### config.mk
export PLATFORM = sky130hd
export DESIGN_NAME = backslash_hex_unescape_decoder
export DESIGN_NICKNAME = d
export VERILOG_FILES = /design/src/design/bhu_pkg.sv /design/src/design/backslash_hex_unescape_decoder.sv
export SDC_FILE = /design/constraint.sdc
export NUM_CORES = 1
export LEC_CHECK = 0
export ABC_AREA = 0
export CAP_MARGIN = 20
export CORE_MARGIN = 2
export CORE_UTILIZATION = 65
export CTS_BUF_LIST = sky130_fd_sc_hd__clkbuf_8
export CTS_CLUSTER_SIZE = 10
export DETAILED_ROUTE_END_ITERATION = 16
export DONT_BUFFER_PORTS = 1
export PLACE_DENSITY = 0.84
export SYNTH_ARGS = -nofsm -noshare
export SYNTH_HDL_FRONTEND = slang
export SYNTH_SLANG_ARGS = --single-unit
### constraint.sdc
create_clock -name aclk -period 7.3 [get_ports aclk]
set_input_delay 1.46 -clock aclk [delete_from_list [all_inputs] [get_ports aclk]]
set_output_delay 1.46 -clock aclk [all_outputs]
set_load 0.1 [all_outputs]
### src/design/bhu_pkg.sv
// Character codes and hex digit decode for the backslash/hex unescape decoder.
// No dependencies; used by backslash_hex_unescape_decoder.
package bhu_pkg;

    localparam int CODE_W = 16;

    localparam logic [CODE_W-1:0] CH_BSLASH = 16'h005C;
    localparam logic [CODE_W-1:0] CH_LOW_B  = 16'h0062;
    localparam logic [CODE_W-1:0] CH_LOW_N  = 16'h006E;
    localparam logic [CODE_W-1:0] CH_LOW_R  = 16'h0072;
    localparam logic [CODE_W-1:0] CH_LOW_T  = 16'h0074;
    localparam logic [CODE_W-1:0] CH_LOW_X  = 16'h0078;
    localparam logic [CODE_W-1:0] CH_LF     = 16'h000A;
    localparam logic [CODE_W-1:0] CH_BS     = 16'h0008;
    localparam logic [CODE_W-1:0] CH_CR     = 16'h000D;
    localparam logic [CODE_W-1:0] CH_TAB    = 16'h0009;
    localparam logic [CODE_W-1:0] CH_NUL    = 16'h0000;

    typedef struct packed {
        logic       ok;
        logic [3:0] val;
    } nibble_t;

    function automatic nibble_t hex_nibble(input logic [CODE_W-1:0] c);
        nibble_t r;
        r.ok  = 1'b1;
        r.val = 4'h0;
        if (c >= 16'h0030 && c <= 16'h0039) begin
            r.val = c[3:0];
        end else if ((c >= 16'h0061 && c <= 16'h0066) || (c >= 16'h0041 && c <= 16'h0046)) begin
            r.val = c[3:0] + 4'd9;
        end else begin
            r.ok = 1'b0;
        end
        return r;
    endfunction

endpackage

### src/design/backslash_hex_unescape_decoder.sv
// Backslash escape decoder with fixed-length hex escapes, streaming in and out.
// Depends on bhu_pkg for character codes and the hex digit decode.
//
// channel | direction | tdata          | tlast    | tuser
// s_      | in        | code_in[15:0]  | end_in   | -
// m_      | out       | code_out[15:0] | run_last | is_terminator
//
// An item is decoded in the cycle it is accepted and its results are queued in a
// one-deep job register feeding the output register, one result per cycle while m_tready
// is high, so one-result items go at one per cycle. A bad hex escape plus end of string
// yields up to HEX_DIGITS+1 results; the input stalls until the job's last result moves.
// Reset is synchronous, active low; the raw digit store needs no reset.
module backslash_hex_unescape_decoder #(
    parameter int HEX_DIGITS = 4
) (
    input  logic        aclk,
    input  logic        aresetn,
    input  logic        s_tvalid,
    output logic        s_tready,
    input  logic [15:0] s_tdata,   // code_in[15:0]
    input  logic        s_tlast,   // end_in
    output logic        m_tvalid,
    input  logic        m_tready,
    output logic [15:0] m_tdata,   // code_out[15:0]
    output logic        m_tlast,   // run_last
    output logic        m_tuser    // is_terminator
);

    localparam int STORE_DEPTH = HEX_DIGITS - 1;
    localparam int CNT_W = $clog2(HEX_DIGITS);
    localparam int IDX_W = (STORE_DEPTH > 1) ? $clog2(STORE_DEPTH) : 1;
    localparam int ACC_W = (4 * STORE_DEPTH < 12) ? 4 * STORE_DEPTH : 12;

    typedef enum logic [1:0] {
        MODE_NORMAL = 2'd0,
        MODE_SLASH  = 2'd1,
        MODE_HEX    = 2'd2
    } mode_t;

    typedef struct packed {
        logic             head_vld;
        logic [15:0]      head;
        logic [IDX_W-1:0] idx;
        logic [CNT_W-1:0] left;
        logic             term;
    } job_t;

    mode_t            mode_reg, mode_next;
    logic [CNT_W-1:0] digit_count_reg, digit_count_next;
    logic [ACC_W-1:0] acc_reg, acc_next;
    logic [15:0]      store_reg [STORE_DEPTH];
    job_t             job_reg, job_next, job_new;
    logic             m_tvalid_reg;
    logic [15:0]      m_tdata_reg;
    logic             m_tlast_reg;
    logic             m_tuser_reg;

    logic               accept;
    logic               store_we;
    bhu_pkg::nibble_t   nib;
    logic [ACC_W+3:0]   hex_word;
    logic               job_busy;
    logic               job_last;
    logic               out_free;
    logic               pop;
    logic [15:0]        cur_code;
    logic               cur_term;

    assign nib      = bhu_pkg::hex_nibble(s_tdata);
    assign hex_word = {acc_reg, nib.val};

    always_comb begin
        mode_next        = mode_reg;
        digit_count_next = digit_count_reg;
        acc_next         = acc_reg;
        store_we         = 1'b0;
        job_new.head_vld = 1'b0;
        job_new.head     = s_tdata;
        job_new.idx      = '0;
        job_new.left     = '0;
        job_new.term     = 1'b0;
        unique case (mode_reg)
            MODE_SLASH: begin
                mode_next = MODE_NORMAL;
                unique case (s_tdata)
                    bhu_pkg::CH_LOW_B: begin
                        job_new.head_vld = 1'b1;
                        job_new.head     = bhu_pkg::CH_BS;
                    end
                    bhu_pkg::CH_LOW_N: begin
                        job_new.head_vld = 1'b1;
                        job_new.head     = bhu_pkg::CH_LF;
                    end
                    bhu_pkg::CH_LOW_R: begin
                        job_new.head_vld = 1'b1;
                        job_new.head     = bhu_pkg::CH_CR;
                    end
                    bhu_pkg::CH_LOW_T: begin
                        job_new.head_vld = 1'b1;
                        job_new.head     = bhu_pkg::CH_TAB;
                    end
                    bhu_pkg::CH_LOW_X: begin
                        digit_count_next = '0;
                        acc_next         = '0;
                        mode_next        = MODE_HEX;
                    end
                    bhu_pkg::CH_LF: begin
                    end
                    default: begin
                        job_new.head_vld = 1'b1;
                    end
                endcase
            end
            MODE_HEX: begin
                if (!nib.ok) begin
                    job_new.head_vld = 1'b1;
                    job_new.head     = bhu_pkg::CH_LOW_X;
                    job_new.left     = digit_count_reg;
                    mode_next        = MODE_NORMAL;
                end else if (digit_count_reg == CNT_W'(STORE_DEPTH)) begin
                    job_new.head_vld = 1'b1;
                    job_new.head     = 16'(hex_word);
                    mode_next        = MODE_NORMAL;
                end else begin
                    store_we         = 1'b1;
                    digit_count_next = digit_count_reg + CNT_W'(1);
                    acc_next         = hex_word[ACC_W-1:0];
                end
            end
            default: begin
                if (s_tdata == bhu_pkg::CH_BSLASH) begin
                    mode_next = MODE_SLASH;
                end else begin
                    job_new.head_vld = 1'b1;
                end
            end
        endcase
        if (s_tlast) begin
            job_new.term     = 1'b1;
            mode_next        = MODE_NORMAL;
            digit_count_next = '0;
            acc_next         = '0;
        end
    end

    assign job_busy = job_reg.head_vld || (job_reg.left != '0) || job_reg.term;
    assign job_last = job_reg.head_vld ? ((job_reg.left == '0) && !job_reg.term)
                    : (job_reg.left != '0) ? ((job_reg.left == CNT_W'(1)) && !job_reg.term)
                    : 1'b1;
    assign out_free = !m_tvalid_reg || m_tready;
    assign pop      = job_busy && out_free;
    assign s_tready = !job_busy || (out_free && job_last);
    assign accept   = s_tvalid && s_tready;

    assign cur_code = job_reg.head_vld ? job_reg.head
                    : (job_reg.left != '0) ? store_reg[job_reg.idx]
                    : bhu_pkg::CH_NUL;
    assign cur_term = !job_reg.head_vld && (job_reg.left == '0);

    always_comb begin
        job_next = job_reg;
        if (accept) begin
            job_next = job_new;
        end else if (pop) begin
            if (job_reg.head_vld) begin
                job_next.head_vld = 1'b0;
            end else if (job_reg.left != '0) begin
                job_next.left = job_reg.left - CNT_W'(1);
                job_next.idx  = job_reg.idx + IDX_W'(1);
            end else begin
                job_next.term = 1'b0;
            end
        end
    end

    always_ff @(posedge aclk) begin
        if (!aresetn) begin
            mode_reg        <= MODE_NORMAL;
            digit_count_reg <= '0;
            acc_reg         <= '0;
            job_reg         <= '0;
            m_tvalid_reg    <= 1'b0;
        end else begin
            if (accept) begin
                mode_reg        <= mode_next;
                digit_count_reg <= digit_count_next;
                acc_reg         <= acc_next;
            end
            job_reg <= job_next;
            if (pop) begin
                m_tvalid_reg <= 1'b1;
            end else if (m_tready) begin
                m_tvalid_reg <= 1'b0;
            end
        end
        if (pop) begin
            m_tdata_reg <= cur_code;
            m_tlast_reg <= job_last;
            m_tuser_reg <= cur_term;
        end
        if (accept && store_we) begin
            store_reg[digit_count_reg[IDX_W-1:0]] <= s_tdata;
        end
    end

    assign m_tvalid = m_tvalid_reg;
    assign m_tdata  = m_tdata_reg;
    assign m_tlast  = m_tlast_reg;
    assign m_tuser  = m_tuser_reg;

    a_term_is_last: assert property (@(posedge aclk) disable iff (!aresetn)
        m_tvalid && m_tuser |-> m_tlast)
        else $error("terminator transfer without tlast");

    a_end_clears: assert property (@(posedge aclk) disable iff (!aresetn)
        accept && s_tlast |=> (mode_reg == MODE_NORMAL) && (digit_count_reg == '0))
        else $error("state not cleared after end of string");

    a_count_range: assert property (@(posedge aclk) disable iff (!aresetn)
        digit_count_reg <= CNT_W'(STORE_DEPTH))
        else $error("digit count beyond store depth");

    a_replay_range: assert property (@(posedge aclk) disable iff (!aresetn)
        (job_reg.left != '0) |->
            (32'(job_reg.left) + 32'(job_reg.idx) <= STORE_DEPTH))
        else $error("replay reads past buffered digits");

endmodule

==> impl_metrics.toml <==
[placement]
port-buffer-count = 0
dp.cells = 540
place.gp.congestion = 0.942
hpwlAfterDp_microns = 7330

[pwr]
p_leak_nw = 1.72
power_density_nw_per_um2 = 409
irDropWorstVdd_v = 0.000320

[cells_and_area]
antennaDiodeCount = 0
share_of_final_layout_standard_cells_stronger_than_drive_strength_1 = 0.0683
area_delta_synth_final_pct = 4.66
multi_input_area_sq_um = 2040
area_used_by_sequential_logic_in_the_layout_sq_um = 2800
nNetsFinal = 482
largest_register_ff_count = 48
filler_cell_count = 592
stdcell_count = 556

[clocking]
cts.root.buffer_cell = "sky130_fd_sc_hd__clkbuf_8"
max-clock-path-buffers = 2
clock_buffers_created_by_tritoncts = 9
numClockSinks = 107
clk_pin_slew_worst_paths_ns = 0.11
cts-hold-fix-buffers = 0
post_cts_buffers = 0
worstSkewPairLatency_ns = 0.38
cts_tree = "built"
cts_repair_resize_count = 0
cts_htree_levels = 3

[synthesis]
synth.cells.most_frequent = "66 x sky130_fd_sc_hd__edfxtp_1, 41 x sky130_fd_sc_hd__dfxtp_1, 39 x sky130_fd_sc_hd__nand2_1, 39 x sky130_fd_sc_hd__nor2_1, 39 x sky130_fd_sc_hd__o21ai_0"
yosys-top-cells-area = "sky130_fd_sc_hd__edfxtp_1 39%, sky130_fd_sc_hd__dfxtp_1 16%, sky130_fd_sc_hd__o21ai_0 3.9%"
synthArstFlopShare = 0
syn_inst = 465
number_of_synthesized_flops_with_an_enable_pin = 66
synth_top_cell_area_share = 0.395
netlist_area_sq_um = 5020
synth.largest_area_cell = "sky130_fd_sc_hd__edfxtp_1"
mean_post_synth_cell_area_sq_um = 10.8
synth.yosys.warnings = 0
ys_dominant_reg_cell = "sky130_fd_sc_hd__edfxtp_1"
most_frequent_cell_after_synthesis = "sky130_fd_sc_hd__edfxtp_1"
yosysUniqueCellTypes = 63
synth-seq-cells = 107
syn-num-nets = 498
synth_seq_area_share = 0.558

[setup_path]
arrival_ns = 2.74
worstSetupStartpoint = "m_tready"
crit_buf_inv = 0
cp_data_required_time_ns = 5.84
critical_path.max_fanout = 4
critPathLaunchType = "primary input"
highest_cell_delay_on_the_worst_timing_path_ns = 0.85
path_class = "primary input to output pin"
slowest_stage = "sky130_fd_sc_hd__o21ai_2"
critical_path.endpoint_type = "output pin"
worst_path_dominant_cell_family = "compound AO/OA/AOI/OAI gates"
rr_startpoint = "m_tvalid"
path_cells = "nand2b_1 -> a21oi_1 -> nor2_1 -> a21oi_1 -> o21ai_2"
crit_top_cell = "sky130_fd_sc_hd__a21oi_1"

[global_route]
gr-usage-all-layers = 0.274
grt_antenna_before_repair = 0
grt_start_max_net_pins = 33
vias_in_the_first_global_route = 3552
gr-total-overflow = 0
first_pass_grt_wire_length_microns = 17800

[floorplanning]
initial_utilization = 0.660
dieWidth_microns = 91.9
chipHeight_microns = 91.9
core_area_sq_um = 7610
die_area_sq_um = 8450
fp-row-count = 32
io_pins = 41

[status]
run_status = "finished clean"

[timing]
report.final.setup_viol = 0
max-slew-margin-rel = 0.276
report.final.slew_viol_count = 0
worst_clock_skew_ns = 0.0138
hold-worst-slack_ns = 0.495
timing.final.crit_period_ns = 4.20
post-route-period-util = 0.576
final_hold_fails = 0
max_freq_mhz = 238
worstMarginPinSlew_ns = 1.09
setup-tns-final_ns = 0
rsz0062_at_grt = "false"

[route]
vias = 3679
routed_via_density = 6.62
drcViolationCount = 0
drt_pass1_iterations = 5
avgRoutedWirePerCell_microns = 20.1
route.antenna.remaining_nets = 0
drt-initial-drc-count = 340
totalWireLength_microns = 11200

[worst_hold_path]
min_path_type = "flip-flop to flip-flop"
timing.hold.worst.start = "acc_reg[8]"

[run]
maxCapViolCount = 0
kinds of logic (layout without fill, tap and decap cells):
logic type / count (synthesis) / after routing / synth area share
compound gates: 145 / 145 / 0.199
xor+xnor: 3 / 3 / 0.00523
fa+ha+maj: 12 / 12 / 0.0299
buf+inv: 44 / 33 / 0.0366
flops: 107 / 107 / 0.558
mux: 18 / 18 / 0.0359
simple gates: 136 / 136 / 0.136
power by group:
part	switching [mW]	internal [mW]	total [mW]	leakage [nW]
logic	0.326	0.165	0.491	0.658
registers	0.475	0.795	1.27	0.948
clock network	0.221	0.168	0.389	0.109
final timing paths:
check                         end  slack (ns)  cells past startpoint
setup / recovery         s_tready        3.10                      5
hold / removal         acc_reg[8]        0.50                      1
setup reg to reg  store_reg[1][8]        4.02                      5
hold reg to reg        acc_reg[8]        0.50                      1
metrics by stage:
step / util / worst slack (ns) / instance area, sq um / total power, mW
floorplan: - / 1.88 / 5020 / 1.64
CTS: 0.691 / 3.09 / 5260 / 2.15
detailed placement: 0.663 / 2.87 / 5040 / 1.77
finish: 0.691 / 3.10 / 5260 / 2.15
global route: 0.691 / 3.01 / 5260 / 2.24
global placement: 0.663 / 3.07 / 5040 / 1.75
cell usage in the layout (no fill, tap or decap), drive strengths merged, types with 4 or more instances in the layout:
cell type | netlist | final
a21boi | 6 | 6
a21o | 6 | 6
a21oi | 35 | 35
a221oi | 10 | 10
a22o | 9 | 9
and2 | 5 | 5
clkbuf | 22 | 9
dfxtp | 41 | 41
edfxtp | 66 | 66
ha | 12 | 12
inv | 16 | 19
mux2i | 18 | 18
nand2 | 39 | 39
nand2b | 4 | 4
nand3 | 9 | 9
nand4 | 4 | 4
nor2 | 39 | 39
nor2b | 5 | 5
nor3 | 7 | 7
nor4 | 6 | 6
o21ai | 42 | 42
area by class of cell:
type / count / share of cell area
well taps: 102 / 0.0243
clock buffers: 9 / 0.0236
clock inverters: 7 / 0.0176
repair buffers: 1 / 0.00143
inverters: 16 / 0.0114
flip-flops and latches: 107 / 0.533
multi-input cells: 314 / 0.389
metal layers:
layer	part of all wire	global-route usage	up-vias
met2	0.48	0.441	168
li1	-	-	1714
met5	0	0	-
met4	0.020	0.0995	0
met3	0.072	0.0575	25
met1	0.43	0.370	1772
Note: power is estimated with default switching activity, not from simulation.
